### src/hw/rtl/tcw_pkg.sv
// ----------------------------------------------------------------------------
// tcw_pkg: shared definitions for the text console character writer
// Screen geometry, cell encoding, command record and sequencer states.
// ----------------------------------------------------------------------------
package tcw_pkg;

  // screen geometry
  localparam int COLUMNS = 80;
  localparam int ROWS    = 25;
  localparam int CELLS   = ROWS * COLUMNS;

  // field widths fixed by the interface
  localparam int CHAR_W  = 8;
  localparam int ATTR_W  = 8;
  localparam int CELL_W  = CHAR_W + ATTR_W;
  localparam int INDEX_W = 11;
  localparam int OROW_W  = 5;
  localparam int OCOL_W  = 7;

  // internal widths
  localparam int ADDR_W = $clog2(CELLS);
  localparam int CNT_W  = $clog2(CELLS + 1);
  localparam int ROW_W  = $clog2(ROWS);
  localparam int COL_W  = $clog2(COLUMNS);

  // cell constants
  localparam logic [ATTR_W-1:0] RESET_COLOR = 8'h07;
  localparam logic [CHAR_W-1:0] SPACE_CODE  = 8'h20;
  localparam logic [CELL_W-1:0] BLANK_CELL  = {RESET_COLOR, SPACE_CODE};

  // scroll: cells moved up, and first cell of the bottom row
  localparam int COPY_LEN     = CELLS - COLUMNS;
  localparam int LAST_ROW_POS = (ROWS - 1) * COLUMNS;

  // command queue between front and back (depth a power of two)
  localparam int QUEUE_DEPTH = 2;
  localparam int QPTR_W      = $clog2(QUEUE_DEPTH);
  localparam int QCNT_W      = $clog2(QUEUE_DEPTH + 1);

  // input opcodes
  localparam logic OP_PUT  = 1'b0;
  localparam logic OP_READ = 1'b1;

  typedef enum logic [1:0] {
    CMD_PUT,
    CMD_READ,
    CMD_READ_NONE
  } cmd_kind_t;

  typedef struct packed {
    cmd_kind_t         kind;
    logic [CHAR_W-1:0] char_code;
    logic [ADDR_W-1:0] addr;
  } cmd_t;

  typedef enum logic [2:0] {
    ST_INIT,
    ST_IDLE,
    ST_READ,
    ST_COPY,
    ST_CLEAR
  } state_t;

endpackage

### src/hw/rtl/tcw_front.sv
// ----------------------------------------------------------------------------
// tcw_front: input stage
// Accepts input transactions, classifies them into commands and hands
// them to the command queue.
// ----------------------------------------------------------------------------
module tcw_front (
  input  logic                       clk,
  input  logic                       rst,
  input  logic                       enable,
  input  logic                       in_valid,
  output logic                       in_stall,
  input  logic                       opcode,
  input  logic [tcw_pkg::CHAR_W-1:0] char_code,
  input  logic [tcw_pkg::INDEX_W-1:0] cell_index,
  output logic                       push,
  output tcw_pkg::cmd_t              push_cmd,
  input  logic                       q_full
);
  import tcw_pkg::*;

  logic f_valid;
  logic f_valid_next;
  cmd_t f_cmd;
  cmd_t cmd_next;
  logic accept;

  assign push     = f_valid && !q_full;
  assign push_cmd = f_cmd;
  assign in_stall = !enable || (f_valid && q_full);
  assign accept   = in_valid && !in_stall;

  always_comb begin
    cmd_next.char_code = char_code;
    cmd_next.addr      = ADDR_W'(cell_index);
    if (opcode == OP_PUT) begin
      cmd_next.kind = CMD_PUT;
    end else if (32'(cell_index) < 32'(CELLS)) begin
      cmd_next.kind = CMD_READ;
    end else begin
      // read outside the screen answers zero without a memory access
      cmd_next.kind = CMD_READ_NONE;
    end
  end

  always_comb begin
    priority if (accept) begin
      f_valid_next = 1'b1;
    end else if (push) begin
      f_valid_next = 1'b0;
    end else begin
      f_valid_next = f_valid;
    end
  end

  always_ff @(posedge clk) begin
    if (rst) begin
      f_valid <= 1'b0;
    end else begin
      f_valid <= f_valid_next;
    end
  end

  always_ff @(posedge clk) begin
    if (accept) begin
      f_cmd <= cmd_next;
    end
  end

endmodule

### config.mk
export PLATFORM = sky130hd
export DESIGN_NAME = tcw_front
export DESIGN_NICKNAME = d
export VERILOG_FILES = /design/src/hw/rtl/tcw_pkg.sv /design/src/hw/rtl/tcw_front.sv
export SDC_FILE = /design/constraint.sdc
export NUM_CORES = 1
export LEC_CHECK = 0
export ABC_AREA = 0
export BUFFER_PORTS_ARGS = -buffer_cell sky130_fd_sc_hd__buf_4
export CAP_MARGIN = 20
export CORE_AREA = 2 2 46 48
export DETAILED_ROUTE_END_ITERATION = 8
export DIE_AREA = 0 0 48 50
export PLACE_DENSITY_LB_ADDON = 0.12
export RECOVER_POWER = 100
export SYNTH_ARGS = -nofsm -noshare
export SYNTH_HDL_FRONTEND = slang
export SYNTH_SLANG_ARGS = --single-unit
### constraint.sdc
create_clock -name clk -period 1.7 [get_ports clk]
set_clock_uncertainty 0.1 [all_clocks]
set_input_delay 0.17 -clock clk [delete_from_list [all_inputs] [get_ports clk]]
set_output_delay 0.17 -clock clk [all_outputs]
set_load 0.03 [all_outputs]
* After elaboration in Yosys (flattened, before gate mapping)
Cells that the tools add are included.
** Word-level totals
- Word-level logic and storage cells :: 16
- Output and inout bits :: 23
- Input port bits :: 25
- Register bits :: 22
** Operators by class
- $lt $le $gt $ge :: 1
- Reduce and logical (&&, ||, !) cells :: 8
- Muxes and demuxes :: 3
** Operators by type and width (number)
- $lt 11x11->1 const B :: 1
- $logic_and 1x1->1 :: 3
- $logic_not 1->1 :: 3
- $mux 1 :: 2
- $mux 2 :: 1
- $reduce_bool 2->1 :: 1
- $logic_or 1x1->1 :: 1

* Longest topological paths before layout
- Depth in word-level cells :: 5
- Mapped depth :: 2
- Mapped depth without buffers :: 2

* Least setup slack after synthesis
Ideal clock, no wire load.
- Path kind :: register to register
- From :: register f_valid
- To :: register f_cmd, in the netlist push_cmd[0] (enable)
- Path buffers :: 0
- Arrival :: 0.964 ns
- Setup time :: 0.379 ns
- Period minus slack after synthesis :: 1.443 ns
- Setup slack :: 0.257 ns
- Stages on the path, launching flop included :: 3
- Data required time :: 1.221 ns
- Cell sequence :: dfxtp_1 -> nand2_1 -> and3_1
** Between the ends
- Longest elaborated chain between the ends :: 4
** Ends and longest elaborated chain
- start, declared :: line tcw_front.sv:21 : logic f_valid;
- start signal, assigned :: line tcw_front.sv:59 : f_valid <= f_valid_next;
- $logic_and 1x1->1 :: line tcw_front.sv:29 : assign in_stall = !enable || (f_valid && q_full);
- $logic_or 1x1->1 :: line tcw_front.sv:29
- $logic_not 1->1 :: line tcw_front.sv:30 : assign accept = in_valid && !in_stall;
- $logic_and 1x1->1 :: line tcw_front.sv:30
- via accept :: line tcw_front.sv:25 : logic accept;
- end signal, assigned :: line tcw_front.sv:65 : f_cmd <= cmd_next;
- end, declared :: line tcw_front.sv:23 : cmd_t f_cmd;
The timed path passes the listed nets, and every way through them passes these cells.
A chain may end at the register's enable or synchronous reset.

* Final worst setup path
- From :: register f_valid
- To :: output push
** Between the ends
- Longest elaborated chain between the ends :: 1
** Ends and longest elaborated chain
- $logic_and 1x1->1 :: line tcw_front.sv:27 : assign push = f_valid && !q_full;
- end, declared :: line tcw_front.sv:15 : output logic push,
Every way passes these cells.

==> results.tsv <==
stage	metric	value	unit
logic_synthesis	Cell variety after synth	11	
placed_design	hpwl dp	958.7	um
clocking	H-tree lvl count	1	
clocking	clock buffer depth	2	
clocking	total CTS buffers	3	
grt	vias in the first global route	535	
die	core area	1902	sq um
drt	drt wl/cell	11.23	um
logic_synthesis	Synth warnings	0	
grt	GRT overflow	0	
timing	fin crit share	79.20	%
timing	Final Critical Period	1.346	ns
die	I/O pin total	48	
hold_path	Hold Path Class	in2reg	
timing	final setup vio count	0	
clocking	Setup Buffers After CTS	0	
drt	DRT Pass-1 Iters	2	
timing	slew margin rel.	74.88	%
drt	Post-Route WL	1482	um
setup_path	critical path class	reg2out	
setup_path	worst path arrival time	1.08	ns
setup_path	RR Startpoint	f_valid	
grt	initial antenna violation count	0	
clocking	post-cts resize count	0	
logic_synthesis	Cell Area, Synth	706.9	sq um
setup_path	CP endpoint kind	output pin	
logic_synthesis	post-synthesis sequential area ratio	92.04	%
power	LEAKAGE	0.0004644	uW
logic_synthesis	Yosys reg bits	22	
drt	Vias	546	
die	Die Span Y	50	um
placed_design	Placed Area	1101	sq um
drt	DRC	0	
grt	first-pass GRT wire length	2290	um
job	Maximum Capacitance Violations	0	
layout	Core Util, Final	64.87	%
timing	worst slew pin tran	0.3784	ns
hold_path	Hold Crit Start	enable	
drt	Vias/cell	4.136	
layout	layout cell share with drive strength beyond 1	24.76	%
timing	f_max	742.7	MHz
clocking	clock tree sinks	22	
timing	RSZ-0062 raised after global routing	false	
grt	Total GRT Usage	13.93	%
logic_synthesis	Avg Cell Area, Syn	21.42	sq um
layout	P&R area growth vs syn	74.51	%
layout	Final Non-Filler Cells	132	
clocking	insertion delay to the later sink of the worst-skew pair	0.29	ns
layout	Nets	131	
logic_synthesis	Syn Nets	58	
placed_design	gpl congestion	0.6457	
logic_synthesis	Synth top area share	89.20	%
clocking	CTS tree	done	
die	Die Area	2400	sq um
placed_design	Cells after DPL	108	
layout	ANT cells	0	
die	Starting Density	37.17	%
drt	drt initial violations	10	
clocking	clock transition at the registers of the reported paths	0.11	ns
logic_synthesis	ranking of synthesized cells by area	edfxtp_1 (89%), dfxtp_1 (2.8%), nand2_1 (1.6%), o21a_1 (1.1%), and3_1 (0.88%)	
timing	Slew Limit Fails	0	
layout	Final Cell Area	1234	sq um
setup_path	worst-path maximum fanout	2	
timing	Setup TNS	0	ns
setup_path	Setup crit start kind	register	
drt	ANT nets after route	0	
power	Peak VDD IR	0.0004922	V
power	pwr/cell area	828.2	nW/um^2
layout	Fillers	176	
timing	final hold vios	0	
setup_path	Critical Path RT	1.43	ns
die	row count	16	
logic_synthesis	Yosys top cell by area	edfxtp_1	
clocking	Post-CTS Hold Buffers	20	
logic_synthesis	Gate Count Post-Synth	33	
clocking	Root Driver	clkbuf_4	
die	Die Wd	48	um
status	outcome	finished clean	
grt	largest net degree at the start of global routing	22	
placed_design	port bufs	47	
setup_path	CP startpoint	f_valid	
worst paths after layout:
path	to	slack, ns	cells after the start
hold / removal	f_valid	0.02	3
setup / recovery	push	0.35	2
setup reg to reg	push_cmd[13]	0.46	3
hold reg to reg	f_valid	0.40	2
cells in the mapped netlist:
library cell	number
edfxtp_1	21
and3_1	1
nor3_1	1
a21oi_1	1
o21ai_1	1
nand2_1	3
nor2b_1	1
inv_1	1
dfxtp_1	1
nand4_1	1
o21a_1	1
critical path, stage by stage, from the launching register on:
cell,delay [ns]
dfxtp_1,0.34
nor2b_1,0.13
clkbuf_1,0.32
per-stage QoR:
step                      hold WS (ns)  setup slack (ns)  power (uW)
final                          0.02370            0.3535        1022
after global routing           0.03143            0.2422        1063
after CTS                      0.02169            0.4502        1051
after detailed placement        0.2286            0.4622       785.7
after global placement          0.2256            0.4862       783.7
after floorplan                 0.1391            0.2570       702.1
cell type report:
cell class              count  area [sq um]  share of cell area, %
repair buffers             68         466.7                  37.83
inverters                   1         3.754                 0.3043
clock buffers               4         26.28                  2.130
multi-input cells          10         52.55                  4.260
flip-flops and latches     22         650.6                  52.74
well taps                  27         33.78                  2.738
cells in the final DEF, fill, tap and decap left out:
| cell type | instances |
|---|---|
| a21oi_1 | 1 |
| and3_1 | 1 |
| buf_4 | 5 |
| clkbuf_1 | 26 |
| clkbuf_4 | 21 |
| dfxtp_1 | 1 |
| dlygate4sd3_1 | 20 |
| edfxtp_1 | 21 |
| inv_1 | 1 |
| nand2_1 | 3 |
| nand4_1 | 1 |
| nor2b_1 | 1 |
| nor3_1 | 1 |
| o21a_1 | 1 |
| o21ai_1 | 1 |
per-layer routing:
metal  track usage [%]  share of wire (%)
met1             16.46                 36
met3             3.663                7.0
met4             6.306                  0
met2             22.67                 57
met5                 0                  0
registers in the layout (all words and copies together), names as in the netlist:
signal    flops
push_cmd     21
f_valid       1
cell families after synthesis:
family,after synthesis,synth area share (%)
simple gates,7,4.957
compound gates,3,2.477
flops,22,92.03
buf+inv,1,0.5305
power breakdown:
group          leakage [uW]  internal (uW)  switching [uW]  total, uW
Clock             0.0000150           91.3             145        237
Combinational      0.000245           74.4            84.6        159
Sequential         0.000204            620            5.60        626
(Power assumes the default switching activity.)
