**src/hw/rtl/tcw_pkg.sv**
```systemverilog
// ----------------------------------------------------------------------------
// tcw_pkg: shared definitions for the text console character writer
// Screen geometry, cell encoding, command record and sequencer states.
// ----------------------------------------------------------------------------
package tcw_pkg;

  // screen geometry
  localparam int COLUMNS = 80;
  localparam int ROWS    = 25;
  localparam int CELLS   = ROWS * COLUMNS;

  // field widths fixed by the interface
  localparam int CHAR_W  = 8;
  localparam int ATTR_W  = 8;
  localparam int CELL_W  = CHAR_W + ATTR_W;
  localparam int INDEX_W = 11;
  localparam int OROW_W  = 5;
  localparam int OCOL_W  = 7;

  // internal widths
  localparam int ADDR_W = $clog2(CELLS);
  localparam int CNT_W  = $clog2(CELLS + 1);
  localparam int ROW_W  = $clog2(ROWS);
  localparam int COL_W  = $clog2(COLUMNS);

  // cell constants
  localparam logic [ATTR_W-1:0] RESET_COLOR = 8'h07;
  localparam logic [CHAR_W-1:0] SPACE_CODE  = 8'h20;
  localparam logic [CELL_W-1:0] BLANK_CELL  = {RESET_COLOR, SPACE_CODE};

  // scroll: cells moved up, and first cell of the bottom row
  localparam int COPY_LEN     = CELLS - COLUMNS;
  localparam int LAST_ROW_POS = (ROWS - 1) * COLUMNS;

  // command queue between front and back (depth a power of two)
  localparam int QUEUE_DEPTH = 2;
  localparam int QPTR_W      = $clog2(QUEUE_DEPTH);
  localparam int QCNT_W      = $clog2(QUEUE_DEPTH + 1);

  // input opcodes
  localparam logic OP_PUT  = 1'b0;
  localparam logic OP_READ = 1'b1;

  typedef enum logic [1:0] {
    CMD_PUT,
    CMD_READ,
    CMD_READ_NONE
  } cmd_kind_t;

  typedef struct packed {
    cmd_kind_t         kind;
    logic [CHAR_W-1:0] char_code;
    logic [ADDR_W-1:0] addr;
  } cmd_t;

  typedef enum logic [2:0] {
    ST_INIT,
    ST_IDLE,
    ST_READ,
    ST_COPY,
    ST_CLEAR
  } state_t;

endpackage

```
**src/hw/rtl/tcw_queue.sv**
```systemverilog
// ----------------------------------------------------------------------------
// tcw_queue: command queue
// Short fifo of classified commands between the front and the back.
// ----------------------------------------------------------------------------
module tcw_queue (
  input  logic          clk,
  input  logic          rst,
  input  logic          push,
  input  tcw_pkg::cmd_t push_cmd,
  output logic          full,
  input  logic          pop,
  output logic          q_valid,
  output tcw_pkg::cmd_t q_cmd
);
  import tcw_pkg::*;

  cmd_t              entries [QUEUE_DEPTH];
  logic [QPTR_W-1:0] wr_ptr;
  logic [QPTR_W-1:0] rd_ptr;
  logic [QCNT_W-1:0] count;
  logic              do_push;
  logic              do_pop;

  assign full    = (count == QCNT_W'(QUEUE_DEPTH));
  assign q_valid = (count != '0);
  assign q_cmd   = entries[rd_ptr];
  assign do_push = push && !full;
  assign do_pop  = pop && q_valid;

  always_ff @(posedge clk) begin
    if (rst) begin
      wr_ptr <= '0;
      rd_ptr <= '0;
      count  <= '0;
    end else begin
      if (do_push) begin
        wr_ptr <= wr_ptr + 1'b1;
      end
      if (do_pop) begin
        rd_ptr <= rd_ptr + 1'b1;
      end
      unique case ({do_push, do_pop})
        2'b10:   count <= count + 1'b1;
        2'b01:   count <= count - 1'b1;
        default: count <= count;
      endcase
    end
  end

  always_ff @(posedge clk) begin
    if (do_push) begin
      entries[wr_ptr] <= push_cmd;
    end
  end

endmodule

```
**config.mk**
```make
export PLATFORM = sky130hd
export DESIGN_NAME = tcw_queue
export DESIGN_NICKNAME = d
export VERILOG_FILES = /design/src/hw/rtl/tcw_pkg.sv /design/src/hw/rtl/tcw_queue.sv
export SDC_FILE = /design/constraint.sdc
export NUM_CORES = 1
export LEC_CHECK = 0
export ABC_CLOCK_PERIOD_IN_PS = 3400
export BUFFER_PORTS_ARGS = -buffer_cell sky130_fd_sc_hd__buf_2
export CAP_MARGIN = 5
export CORE_MARGIN = 3
export CORE_UTILIZATION = 51
export CTS_BUF_LIST = sky130_fd_sc_hd__clkbuf_16
export DETAILED_ROUTE_END_ITERATION = 10
export GPL_TIMING_DRIVEN = 0
export PLACE_DENSITY_LB_ADDON = 0.3
export SYNTH_ARGS = -nofsm -noshare
export SYNTH_HDL_FRONTEND = slang
export SYNTH_SLANG_ARGS = --single-unit
export TNS_END_PERCENT = 100
```
**constraint.sdc**
```tcl
create_clock -name clk -period 3.4 [get_ports clk]
set_input_delay 1.02 -clock clk [delete_from_list [all_inputs] [get_ports clk]]
set_output_delay 1.02 -clock clk [all_outputs]
set_load 0.01 [all_outputs]
```
======== Yosys cells after proc, flatten, opt, wreduce, memory -nomap -nowiden ========
Memory sizes are Yosys's and may differ from the RTL's. A register that Yosys moved wholly into a read port is not among the register bits.
Index checks and enable logic that the tools add are counted.
operators by class
  $add $sub $neg .......................... 4
  eq/ne operators ......................... 3
  mux-type cells .......................... 5
  reductions and logical operators ........ 5
operators with widths
  kind                 number
  $eq 2x2->1 const B   2
  $mux 1               4
  $pmux 2 s2           1
  $reduce_bool 2->1    2
  $add 1x1->1 const B  2
  $add 2x1->2 const B  1
  $eq 2x1->1 const B   1
  $logic_and 1x1->1    2
  $sub 2x1->2 const B  1
  $logic_not 1->1      1
word-level totals
  register bits ........................... 4
  RAM bits ................................ 42
  input bits .............................. 25
  output and inout port bits .............. 23
  logic and storage cells ................. 21
  memories ................................ 1
memories
  name     depth  width  read ports  clocked after memory_dff  wr ports  line             text
  entries  2      21     1           1                         1         tcw_queue.sv:17  cmd_t entries [QUEUE_DEPTH];

======== Depth between registers and ports, before layout ========
  depth after elaboration ................. 5
  depth in mapped cells ................... 6
  mapped depth without buffers ............ 6

======== Worst setup path after synthesis ========
No wires, ideal clock.
  path type ............................... input -> register
  start ................................... in push
  end ..................................... mem entries[0][0] in the netlist's numbering (enable)
  setup time .............................. 0.376 ns
  arrival ................................. 1.838 ns
  required time ........................... 3.024 ns
  setup slack ............................. 1.186 ns
  stages .................................. 3
  buffers on the path ..................... 0
  cells stage by stage .................... inv_1 -> or3_1 -> inv_1
between the ends
  word-level cells in the longest chain between the ends .. 3
RTL lines
  element                       line             text
  start, declared               tcw_queue.sv:8   input logic push,
  $logic_and 1x1->1             tcw_queue.sv:27  assign do_push = push && !full;
  $mux 1                        tcw_queue.sv:51  if (do_push) begin
  $mux 1 (implied by the code)  tcw_queue.sv:52  entries[wr_ptr] <= push_cmd;
  end, declared                 tcw_queue.sv:17
No other way between the ends.

==> flow_metrics.py <==
metrics = {
    "status": {
        "status": "finished clean",
    },
    "placement": {
        "pre_cts_ws_ps": 826,
        "place.gp.congestion": 0.670,
        "io_buffers": 47,
        "dp_hpwl_mm": 1.89,
        "placed_area_mm2": 0.00202,
    },
    "sta": {
        "finalCritPeriodShare_pct": 71.1,
        "setup_ws_ps": 983,
        "final.setup.tns_ps": 0,
        "fin_hold_ws_ps": 498,
        "skew_ps": 2.54,
        "rsz0062_at_grt": "false",
        "drv_slew": 0,
        "hold_viol": 0,
        "setup_viol": 0,
        "fin_crit_ps": 2420,
        "worstMarginPinSlew_ps": 978,
        "fmax_ghz": 0.414,
        "slew-limit-headroom_pct": 34.8,
    },
    "job": {
        "max_cap_viol_count": 0,
    },
    "logic_synthesis": {
        "synth-simple-area-share_pct": 2.81,
        "synthesis.area_mm2": 0.00173,
        "synth_area_leader_cell": "edfxtp_1",
        "synth_compound_area_share_pct": 1.59,
        "syn_area_per_cell_um2": 19.1,
        "synth_seq_cells": 47,
        "synth_top_family_by_area": "multiplexers",
        "synth-xor-area-share_pct": 1.52,
        "synth_edf_count": 42,
        "synth.net_count": 117,
        "ys_seq_area_share_pct": 78.5,
        "muxShareOfSynthArea_pct": 13.6,
        "postSynthCellCount": 91,
        "synth_top_cells_by_area": "edfxtp_1 (73%), mux2_2 (14%), dfxtp_1 (5.8%)",
        "yosys_warnings": 0,
        "synth_adder_area_share_pct": 0.722,
        "async_reset_ff_share_pct": 0,
        "synthFlopType": "edfxtp_1",
        "synth_top_cell_area_share_pct": 72.7,
        "netlist-cell-type-count": 18,
    },
    "power_and_ir_drop": {
        "combPwrFrac_pct": 25.3,
        "p_seq_share_pct": 43.9,
        "p_sw_share_pct": 25.9,
        "p_leak_nw": 0.859,
        "total_power_mw": 1.75,
        "pwr-share-clk_pct": 30.8,
        "p_switching_uw": 455,
        "intPower_mw": 1.30,
        "peakVddDrop_mv": 0.477,
        "p_per_area_mw_per_mm2": 800,
    },
    "clock_network": {
        "clk_pin_slew_ps": 60,
        "cts_sinks": 47,
        "cts_resized": 0,
        "cts_inserted_buffers": 5,
        "post_cts_buffers": 0,
        "cts_root_buf": "clkbuf_16",
        "htree_levels": 2,
        "clkLatencyLatePin_ps": 280,
        "cts_tree": "done",
        "cts_buffer_depth": 2,
        "hold_buffers": 0,
    },
    "floorplanning": {
        "core_mm2": 0.00315,
        "fp.dieW_um": 64.3,
        "ioPinCount": 48,
        "die_height_um": 64.3,
        "die_area_mm2": 0.00414,
        "initial_core_util_pct": 55.0,
        "placementRows": 20,
    },
    "critical_path": {
        "worstSetupEndpointType": "output port",
        "crit_arrival_ps": 1400,
        "worst-setup-path-type": "flop to output port",
        "required_ps": 2380,
        "cp_max_fo": 10,
        "cpMostUsedCell": "buf_2",
        "path_cells": "buf_2, mux2_2, buf_2",
        "crit_path_top_delay_cell": "mux2_2",
        "path_delay_family": "buffers and inverters",
        "path_buf_inv": 2,
        "startpoint_type": "flop",
        "rrSetupSlack_ps": 1440,
        "critPathMaxStageDelay_ps": 370,
    },
    "global_route": {
        "grt_pass1_vias": 1032,
        "grt_max_degree": 22,
        "grt_pass1_wl_mm": 4.70,
        "antenna_found_initial": 0,
        "overflow": 0,
        "grtUsageTotal_pct": 15.9,
    },
    "detailed_routing": {
        "drc": 0,
        "firstDrtPassIters": 3,
        "via_count": 939,
        "wl_per_cell_um": 14.5,
        "drtAntennaViolNets": 0,
        "vias_per_cell": 4.94,
        "drt-initial-drc-count": 9,
        "drt_wl_total_mm": 2.76,
    },
    "cells_and_area": {
        "syn_to_final_growth_pct": 26.5,
        "postLayoutCellArea_mm2": 0.00219,
        "nets": 171,
        "fillers": 237,
        "drive_gt1_share_pct": 55.5,
        "n_antenna_cell": 0,
    },
    "hold_path": {
        "min_path_type": "flop to flop",
    },
}
power by group through the flow:
| stage | Sequential [mW] | Clock (mW) | Combinational (mW) |
|---|---|---|---|
| floorplan | 0.772 | 0 | 0.303 |
| global placement | 0.776 | 0 | 0.441 |
| detailed placement | 0.784 | 0 | 0.452 |
| CTS | 0.772 | 0.551 | 0.456 |
| global route | 0.782 | 0.575 | 0.494 |
| finish | 0.771 | 0.540 | 0.444 |
synthesized netlist by cell type, types with 2 or more instances:
library cell	instances
nor2_1	3
xnor2_1	2
buf_2	2
mux2_2	21
a21oi_1	2
dfxtp_1	5
edfxtp_1	42
inv_1	2
o21ai_0	2
or3_1	2
worst paths after layout:
| check | start | endpoint | cells past startpoint |
|---|---|---|---|
| worst max-delay path | flop | q_cmd[4] | 3 |
| worst min register to register | wr_ptr | wr_ptr | 2 |
| worst max register to register | count[0] | entries[0][10] | 4 |
| worst min-delay path | wr_ptr | wr_ptr | 2 |
cells by family after synthesis:
group	after synthesis
DFF	47
muxes	21
and+or+nand+nor	9
AOI/OAI and AO/OA	5
buffers and inverters	5
xor gates and xnor gates	3
adders and majority gates	1
per-stage QoR:
stage,util (%),cells
6_report,69.6,190
5_1_grt,69.6,190
4_1_cts,69.6,190
3_5_place_dp,64.2,182
3_3_place_gp,64.2,182
2_1_floorplan,-,91
worst register-to-register path, cell delays in order (launching register included):
cell and delay (ps):
dfxtp_1 410, nand2b_2 180, inv_2 40, or3_1 330, inv_1 620
layer usage:
layer / up-vias / track usage [%] / part of all wire (%)
met5: - / 0 / 0
met4: 0 / 6.33 / 1.3
met3: 5 / 7.03 / 6.0
met2: 26 / 28.0 / 55
met1: 454 / 16.3 / 38
li1: 454 / - / -
registers in the layout, indices dropped and copies added, names as in the netlist, named ones only:
name     count
wr_ptr       1
rd_ptr       1
count        2
entries     42
layout make-up:
type	instances	area (um^2)	area share [%]
Timing Repair Buffer	47	235	10.7
Tap cell	44	55.1	2.51
Inverter	3	11.3	0.513
Sequential cell	47	1360	62.1
Clock inverter	3	43.8	2.00
Buffer	2	10.0	0.456
Multi-Input combinational cell	39	352	16.0
Clock buffer	5	125	5.70
placed cells by master, fill, tap and decap left out:
cell / instances
buf_2: 49
edfxtp_1: 42
mux2_2: 21
dfxtp_1: 5
clkbuf_16: 5
nor2_1: 3
inv_1: 2
or3_1: 2
xnor2_1: 2
o21ai_0: 2
a21oi_1: 2
o21a_1: 1
nand2b_2: 1
nand2_1: 1
inv_2: 1
or2_2: 1
and3_1: 1
xor2_1: 1
ha_1: 1
bufinv_16: 1
clkinv_2: 1
clkinv_4: 1
Power figures use the tool's default switching activity.
