--- src/hw/rtl/tcw_pkg.sv ---
// ----------------------------------------------------------------------------
// tcw_pkg: shared definitions for the text console character writer
// Screen geometry, cell encoding, command record and sequencer states.
// ----------------------------------------------------------------------------
package tcw_pkg;

  // screen geometry
  localparam int COLUMNS = 80;
  localparam int ROWS    = 25;
  localparam int CELLS   = ROWS * COLUMNS;

  // field widths fixed by the interface
  localparam int CHAR_W  = 8;
  localparam int ATTR_W  = 8;
  localparam int CELL_W  = CHAR_W + ATTR_W;
  localparam int INDEX_W = 11;
  localparam int OROW_W  = 5;
  localparam int OCOL_W  = 7;

  // internal widths
  localparam int ADDR_W = $clog2(CELLS);
  localparam int CNT_W  = $clog2(CELLS + 1);
  localparam int ROW_W  = $clog2(ROWS);
  localparam int COL_W  = $clog2(COLUMNS);

  // cell constants
  localparam logic [ATTR_W-1:0] RESET_COLOR = 8'h07;
  localparam logic [CHAR_W-1:0] SPACE_CODE  = 8'h20;
  localparam logic [CELL_W-1:0] BLANK_CELL  = {RESET_COLOR, SPACE_CODE};

  // scroll: cells moved up, and first cell of the bottom row
  localparam int COPY_LEN     = CELLS - COLUMNS;
  localparam int LAST_ROW_POS = (ROWS - 1) * COLUMNS;

  // command queue between front and back (depth a power of two)
  localparam int QUEUE_DEPTH = 2;
  localparam int QPTR_W      = $clog2(QUEUE_DEPTH);
  localparam int QCNT_W      = $clog2(QUEUE_DEPTH + 1);

  // input opcodes
  localparam logic OP_PUT  = 1'b0;
  localparam logic OP_READ = 1'b1;

  typedef enum logic [1:0] {
    CMD_PUT,
    CMD_READ,
    CMD_READ_NONE
  } cmd_kind_t;

  typedef struct packed {
    cmd_kind_t         kind;
    logic [CHAR_W-1:0] char_code;
    logic [ADDR_W-1:0] addr;
  } cmd_t;

  typedef enum logic [2:0] {
    ST_INIT,
    ST_IDLE,
    ST_READ,
    ST_COPY,
    ST_CLEAR
  } state_t;

endpackage

--- src/hw/rtl/tcw_back.sv ---
// ----------------------------------------------------------------------------
// tcw_back: execution sequencer
// Clears the screen after reset, executes put and read commands, runs the
// scroll copy and bottom-row clear, and holds the result register.
// ----------------------------------------------------------------------------
module tcw_back (
  input  logic                       clk,
  input  logic                       rst,
  input  logic                       q_valid,
  input  tcw_pkg::cmd_t              q_cmd,
  output logic                       pop,
  input  logic                       cfg_wr_en,
  input  logic [tcw_pkg::ATTR_W-1:0] cfg_wr_data,
  output logic                       init_done,
  output logic                       ram_we,
  output logic [tcw_pkg::ADDR_W-1:0] ram_waddr,
  output logic [tcw_pkg::CELL_W-1:0] ram_wdata,
  output logic                       ram_re,
  output logic [tcw_pkg::ADDR_W-1:0] ram_raddr,
  input  logic [tcw_pkg::CELL_W-1:0] ram_rdata,
  output logic                       out_valid,
  input  logic                       out_stall,
  output logic [tcw_pkg::CELL_W-1:0] out_data,
  output logic [tcw_pkg::ROW_W-1:0]  out_row,
  output logic [tcw_pkg::COL_W-1:0]  out_col
);
  import tcw_pkg::*;

  state_t            state;
  state_t            state_next;
  logic [CNT_W-1:0]  cnt;
  logic [CNT_W-1:0]  cnt_next;
  logic [ROW_W-1:0]  row;
  logic [ROW_W-1:0]  row_next;
  logic [COL_W-1:0]  col;
  logic [COL_W-1:0]  col_next;
  logic [ADDR_W-1:0] pos;
  logic [ADDR_W-1:0] pos_next;
  logic [ATTR_W-1:0] color;
  logic              out_valid_next;
  logic              out_free;
  logic              load;
  logic [CELL_W-1:0] load_data;

  assign out_free  = !out_valid || !out_stall;
  assign init_done = (state != ST_INIT);

  always_comb begin
    state_next = state;
    cnt_next   = cnt;
    row_next   = row;
    col_next   = col;
    pos_next   = pos;
    pop        = 1'b0;
    ram_we     = 1'b0;
    ram_waddr  = '0;
    ram_wdata  = '0;
    ram_re     = 1'b0;
    ram_raddr  = '0;
    load       = 1'b0;
    load_data  = '0;

    unique case (state)
      ST_INIT: begin
        ram_we    = 1'b1;
        ram_waddr = cnt[ADDR_W-1:0];
        ram_wdata = BLANK_CELL;
        if (cnt == CNT_W'(CELLS - 1)) begin
          cnt_next   = '0;
          state_next = ST_IDLE;
        end else begin
          cnt_next = cnt + 1'b1;
        end
      end

      ST_IDLE: begin
        if (q_valid && out_free) begin
          pop = 1'b1;
          unique case (q_cmd.kind)
            CMD_PUT: begin
              ram_we    = 1'b1;
              ram_waddr = pos;
              ram_wdata = {color, q_cmd.char_code};
              if (col == COL_W'(COLUMNS - 1)) begin
                col_next = '0;
                if (row == ROW_W'(ROWS - 1)) begin
                  pos_next   = ADDR_W'(LAST_ROW_POS);
                  cnt_next   = '0;
                  state_next = ST_COPY;
                end else begin
                  row_next = row + 1'b1;
                  pos_next = pos + 1'b1;
                  load     = 1'b1;
                end
              end else begin
                col_next = col + 1'b1;
                pos_next = pos + 1'b1;
                load     = 1'b1;
              end
            end
            CMD_READ: begin
              ram_re     = 1'b1;
              ram_raddr  = q_cmd.addr;
              state_next = ST_READ;
            end
            CMD_READ_NONE: begin
              load = 1'b1;
            end
            default: begin
              load = 1'b1;
            end
          endcase
        end
      end

      ST_READ: begin
        load       = 1'b1;
        load_data  = ram_rdata;
        state_next = ST_IDLE;
      end

      ST_COPY: begin
        if (cnt < CNT_W'(COPY_LEN)) begin
          ram_re    = 1'b1;
          ram_raddr = ADDR_W'(cnt + CNT_W'(COLUMNS));
        end
        if (cnt != '0) begin
          ram_we    = 1'b1;
          ram_waddr = ADDR_W'(cnt - 1'b1);
          ram_wdata = ram_rdata;
        end
        if (cnt == CNT_W'(COPY_LEN)) begin
          state_next = ST_CLEAR;
        end else begin
          cnt_next = cnt + 1'b1;
        end
      end

      ST_CLEAR: begin
        ram_we    = 1'b1;
        ram_waddr = cnt[ADDR_W-1:0];
        ram_wdata = '0;
        if (cnt == CNT_W'(CELLS - 1)) begin
          cnt_next   = '0;
          load       = 1'b1;
          state_next = ST_IDLE;
        end else begin
          cnt_next = cnt + 1'b1;
        end
      end

      default: begin
        state_next = ST_IDLE;
      end
    endcase

    out_valid_next = out_valid && out_stall;
    if (load) begin
      out_valid_next = 1'b1;
    end
  end

  always_ff @(posedge clk) begin
    if (rst) begin
      state     <= ST_INIT;
      cnt       <= '0;
      row       <= '0;
      col       <= '0;
      pos       <= '0;
      color     <= RESET_COLOR;
      out_valid <= 1'b0;
    end else begin
      state     <= state_next;
      cnt       <= cnt_next;
      row       <= row_next;
      col       <= col_next;
      pos       <= pos_next;
      out_valid <= out_valid_next;
      if (cfg_wr_en) begin
        color <= cfg_wr_data;
      end
    end
  end

  always_ff @(posedge clk) begin
    if (load) begin
      out_data <= load_data;
      out_row  <= row_next;
      out_col  <= col_next;
    end
  end

`ifndef ASSERT_OFF
  a_no_pop_in_init: assert property (@(posedge clk) disable iff (rst)
    (state == ST_INIT) |-> !pop)
    else $error("command taken during screen clear");

  a_pos_tracks_cursor: assert property (@(posedge clk) disable iff (rst)
    32'(pos) == 32'(row) * COLUMNS + 32'(col))
    else $error("write position out of step with cursor");

  a_copy_no_collision: assert property (@(posedge clk) disable iff (rst)
    (ram_we && ram_re) |-> (ram_raddr > ram_waddr))
    else $error("scroll read overlaps a pending write");

  a_load_slot_free: assert property (@(posedge clk) disable iff (rst)
    load |-> out_free)
    else $error("result register overwritten before it was taken");

  a_scroll_ends_bottom: assert property (@(posedge clk) disable iff (rst)
    (state == ST_CLEAR && state_next == ST_IDLE) |=>
      (row == ROW_W'(ROWS - 1) && col == '0 && out_valid))
    else $error("scroll did not leave cursor on bottom row");
`endif

endmodule

--- config.mk ---
export PLATFORM = sky130hd
export DESIGN_NAME = tcw_back
export DESIGN_NICKNAME = d
export VERILOG_FILES = /design/src/hw/rtl/tcw_pkg.sv /design/src/hw/rtl/tcw_back.sv
export SDC_FILE = /design/constraint.sdc
export NUM_CORES = 1
export LEC_CHECK = 0
export BUFFER_PORTS_ARGS = -buffer_cell sky130_fd_sc_hd__buf_2
export CAP_MARGIN = 20
export CORE_MARGIN = 5
export CORE_UTILIZATION = 45
export DETAILED_ROUTE_END_ITERATION = 16
export MAX_ROUTING_LAYER = met4
export PLACE_DENSITY = 0.71
export SLEW_MARGIN = 20
export SYNTH_ARGS = -nofsm -noshare
export SYNTH_HDL_FRONTEND = slang
export SYNTH_SLANG_ARGS = --single-unit
export TNS_END_PERCENT = 100
--- constraint.sdc ---
create_clock -name clk -period 2.5 [get_ports clk]
set_input_delay 0.125 -clock clk [delete_from_list [all_inputs] [get_ports clk]]
set_output_delay 0.125 -clock clk [all_outputs]
set_load 0.1 [all_outputs]
Word-level counts from Yosys, hierarchy flattened
Cells that the tools add are included.

$add $sub $neg: 6. Order comparisons: 1. Eq/ne operators: 19. Mux-type cells: 54. Reduce and logical (&&, ||, !) cells: 14.

Operators by type and width (count): $mux W11 (14); $pmux W11 S3 (2); $mux W16 (3); $pmux W16 S3 (1); $mux W7 (4); $mux W5 (5); $add A11 B1 Y11 const B (2); $eq A11 B11 Y1 const B (2); $pmux W11 S2 (1); $mux W3 (5); $mux W1 (13); $ne A2 B2 Y1 const B (6); $reduce_and A6 Y1 (2); $add A11 B7 Y11 const B (1); $lt A11 B11 Y1 const B (1); $reduce_bool A11 Y1 (1); $sub A11 B1 Y11 const B (1); $pmux W3 S3 (1); $add A7 B1 Y7 const B (1); $eq A7 B7 Y1 const B (1); $eq A3 B2 Y1 const B (2); $ne A3 B3 Y1 const B (2); $pmux W1 S3 (2); $pmux W3 S2 (1); 16 further kinds (20).

Register bits: 74. Input bits: 50. Output and inout port bits: 71. Logic and storage cells: 104.

Logic depth before layout (Yosys ltp)
Word-level depth: 7. Mapped depth: 9. Mapped depth without buffers: 7.

Worst setup path after synthesis
No wires, ideal clock.

Path type: flip-flop to flip-flop. From: reg out_valid. To: reg out_col[0] in the netlist's numbering, enable pin. Library setup time: 0.385 ns. Data arrival time: 2.853 ns. Required time: 2.115 ns. Setup slack: -0.738 ns. Stages on the path, launching flop included: 6. Path buffers: 0. Clock period less this slack: 3.238 ns. Cell sequence: dfxtp_1 -> a21boi_0 -> nand2_1 -> inv_1 -> o21ai_0 -> nand2_1.

Longest elaborated chain between the ends: 5.

Ends and longest elaborated chain: start: declaration (RTL line tcw_back.sv:21) `output logic out_valid,`; start signal: assignment (RTL line tcw_back.sv:178) `out_valid <= out_valid_next;`; $logic_not A1 Y1 (RTL line tcw_back.sv:45) `assign out_free = !out_valid || !out_stall;`; $logic_or A1 B1 Y1 (RTL line tcw_back.sv:45); $logic_and A1 B1 Y1 (RTL line tcw_back.sv:77) `if (q_valid && out_free) begin`; $mux W1 (RTL line tcw_back.sv:77); $pmux W1 S3 (RTL line tcw_back.sv:63) `unique case (state)`; net load (RTL line tcw_back.sv:42) `logic load;`; end signal: assignment (RTL line tcw_back.sv:189) `out_col <= col_next;`; end: declaration (RTL line tcw_back.sv:25) `output logic [tcw_pkg::COL_W-1:0] out_col`.

The timed path passes the listed nets, and every way through them passes these cells. A chain may end at the register's enable or synchronous reset.

Worst setup path in the final report
From: reg cnt[0]. To: out ram_waddr[9] in the netlist's numbering.

Longest elaborated chain between the ends: 3. Elaborated cells on any way between the ends: 4. Those cells by class: add/sub (1); mux (2); reduce/logical (1).

Ends and longest elaborated chain: start: declaration (RTL line tcw_back.sv:31) `logic [CNT_W-1:0] cnt;`; start signal: assignment (RTL line tcw_back.sv:174) `cnt <= cnt_next;`; $sub A11 B1 Y11 or $reduce_bool A11 Y1 (tied branches) (RTL line tcw_back.sv:129, tcw_back.sv:127); $mux W11 (*) (RTL line tcw_back.sv:127) `if (cnt != '0) begin`; $pmux W11 S3 (*) (RTL line tcw_back.sv:63); end: declaration (RTL line tcw_back.sv:16) `output logic [tcw_pkg::ADDR_W-1:0] ram_waddr,`.

Mark *: on every way between the ends. The rest lies on a longest branch, timed or not.

==> flow_metrics.env <==
export IMPL_fin_crit_sh_pct=97.4
export IMPL_vias_per_cell=5.67
export IMPL_sequentialPowerShare_pct=51.2
export IMPL_fin_tns_setup_ns=0
export IMPL_power_internal_mw=1.85
export IMPL_initial_core_util_pct=46.1
export IMPL_powerDensity_nw_per_um2=427
export IMPL_postCtsSetupRepairBufs=0
export IMPL_drc_errors=0
export IMPL_syn_inst=445
export IMPL_cts_buffer_depth=2
export IMPL_max_freq_mhz=411
export IMPL_synth_cell_area_um2=4020
export IMPL_drive_gt1_share_pct=33.3
export IMPL_clock_skew_final_ns=0.0106
export IMPL_diodes=0
export IMPL_cts_buffers=9
export IMPL_hold_violations=0
export IMPL_synth_top_flop_cell="dfxtp_1"
export IMPL_met3_length_um=821
export IMPL_highest_layer="met4"
export IMPL_peakVddDrop_mv=0.297
export IMPL_cp_max_fo=6
export IMPL_critPathKind="reg2out"
export IMPL_setup_viol=0
export IMPL_cts_root_buf="clkbuf_8"
export IMPL_fill_cells=685
export IMPL_avgSynthCellArea_um2=9.03
export IMPL_syn_nets=504
export IMPL_drt_pass1_iter_count=5
export IMPL_slew_headroom_pct=45.0
export IMPL_area_delta_synth_final_pct=43.5
export IMPL_drt_wl_total_um=11600
export IMPL_die_w_um=105
export IMPL_antenna_found_initial=0
export IMPL_wl_met2_um=5790
export IMPL_hold_ws_ns=0.00937
export IMPL_clock_sinks=74
export IMPL_status="complete, no violations"
export IMPL_yosys_warnings=0
export IMPL_p_leak_nw=2.26
export IMPL_grt_pass1_wl_um=18900
export IMPL_worstPathRequired_ns=2.38
export IMPL_slew_viol_final=0
export IMPL_drtIter0Drc=225
export IMPL_port_buffers=120
export IMPL_ys_async_sr_fraction_pct=0
export IMPL_swShare_pct=24.9
export IMPL_grt_overflow=0
export IMPL_hpwl_um=8560
export IMPL_synthDistinctLibCells=56
export IMPL_ys_seq_area_share_pct=43.8
export IMPL_clk_latency_ns=0.35
export IMPL_grt_usage_pct=21.5
export IMPL_fp_row_count=34
export IMPL_dieArea_um2=10900
export IMPL_max_cap_violations=0
export IMPL_die_y_um=105
export IMPL_coreArea_um2=8720
export IMPL_grt_pass1_vias=3753
export IMPL_period_needed_ns=2.44
export IMPL_end_kind="output port"
export IMPL_io_pins=121
export IMPL_start_kind="flip-flop"
export IMPL_ant_nets=0
export IMPL_place_congestion=0.932
export IMPL_cts_max_level=3
export IMPL_pwr_share_comb_pct=8.8
export IMPL_synth_edf_count=28
export IMPL_placed_area_um2=5470
export IMPL_ys_ff_latch=74
export IMPL_cts_tree="yes"
export IMPL_post_drt_wl_per_cell_um=17.0
export IMPL_clkTransAtPathRegs_ns=0.09
export IMPL_postLayoutCellArea_um2=5770
export IMPL_arrival_ns=2.31
export IMPL_grt_max_degree=44
export IMPL_tightest_slew_ns=0.825
export IMPL_drt_met1_wl_um=4640
export IMPL_p_sw_uw=614
export IMPL_hp_class="in2reg"
export IMPL_vias=3868
export IMPL_final_core_util_pct=66.1
export IMPL_pwr_share_clk_pct=40.0
export IMPL_nets=628
[placed cells by master (no fill, tap or decap), types with 4 or more instances in the layout]
master and count:
a21oi_1 25, a221o_1 6, a22o_1 16, a22oi_1 5, a31oi_1 5, and2_1 19, and3_1 4, buf_12 41
buf_2 80, buf_4 18, clkbuf_8 10, dfxtp_1 42, edfxtp_1 28, ha_1 7, inv_1 17, mux2i_1 6
nand2_1 39, nand3_1 21, nand4_1 8, nor2_1 26, nor2b_1 17, nor3_1 6, o21ai_0 13, o21ai_2 11
or3_1 6, xnor2_1 9, xor2_1 12
[registers in the layout (all words and copies together) (netlist names)]
register	flops
out_valid	1
color	8
col	7
out_data	16
cnt	11
out_col	7
pos	11
state	3
row	5
out_row	5
[layout make-up]
class / instances / area (um^2) / share of cell area, %
Clock inverter: 6 / 72.6 / 1.26
Multi-Input combinational cell: 323 / 2190 / 38.0
Inverter: 19 / 75.1 / 1.30
Tap cell: 108 / 135 / 2.34
Timing Repair Buffer: 142 / 1390 / 24.1
Sequential cell: 74 / 1770 / 30.7
Clock buffer: 10 / 138 / 2.39
[logic make-up after synthesis]
family / share of synthesized area (%)
AOI/OAI and AO/OA: 19.2
xor gates and xnor gates: 4.58
adders and majority gates: 2.80
buffers and inverters: 4.67
DFF: 43.8
muxes: 2.05
and+or+nand+nor: 22.9
[power by group through the flow]
stage / clock network (mW) / registers (mW) / logic [mW]
floorplan: 0 / 1.29 / 0.115
global placement: 0 / 1.29 / 0.197
detailed placement: 0 / 1.29 / 0.201
CTS: 0.996 / 1.26 / 0.205
global route: 1.06 / 1.26 / 0.236
finish: 0.986 / 1.26 / 0.217
[critical path, cell delays in order (launching register included)]
cell      delay (ns)
dfxtp_1         0.37
or4_4           0.57
nor3_2          0.18
nand3b_1        0.12
xnor2_1         0.14
a221o_1         0.39
buf_12          0.19
[cell usage after synthesis, drive strengths merged (4+ instances only)]
cell type,number,area [um^2]
o21ai,25,125
nor3b,5,42.5
xor2,12,105
nor4,5,43.8
nor2,26,97.6
nor2b,17,106
and3,4,25.0
or3,6,37.5
buf,7,33.8
nand4,8,50.1
a31oi,6,37.5
xnor2,9,78.8
nor3,7,35.0
edfxtp,28,841
a22o,16,140
nand3,22,115
ha,9,113
a21oi,25,125
inv,19,71.3
a221o,6,60.1
nand2,40,150
dfxtp,46,921
clkbuf,22,82.6
and2,19,119
mux2i,6,60.1
a22oi,5,37.5
[metrics by stage]
stage / power, mW / setup slack [ns] / std cells
floorplan: 1.40 / 0.00861 / 445
global placement: 1.48 / 0.340 / 664
detailed placement: 1.49 / 0.208 / 664
CTS: 2.46 / 0.00176 / 682
global route: 2.56 / -0.0337 / 682
finish: 2.46 / 0.0639 / 682
[what timing repair did]
item | CTS | global route
gates resized for setup | 4 | 12
endpoints found under the setup margin | 21 | 27
hold buffers | 2 | 0
pin swaps | 0 | 1
endpoints found under the hold margin | 2 | 0
[final timing paths]
check,start,end,slack (ns),cells after the start
min reg2reg,color[7]$_SDFFE_PP0P_,color[7]$_SDFFE_PP0P_,0.50,2
max reg2reg,col[0]$_SDFF_PP0_,out_data[7]$_SDFFCE_PN0P_,0.27,7
min,cfg_wr_data[0],color[0]$_SDFFE_PP1P_,0.009,2
max,cnt[0]$_SDFFE_PP0P_,ram_waddr[9],0.06,6
[layer usage]
metal / vias up / global-route usage (%)
met3: 27 / 3.79
met5: - / -
li1: 1870 / -
met4: 0 / 7.03
met1: 1811 / 26.1
met2: 160 / 36.0
No activity file was read; power rests on OpenSTA's default activity.
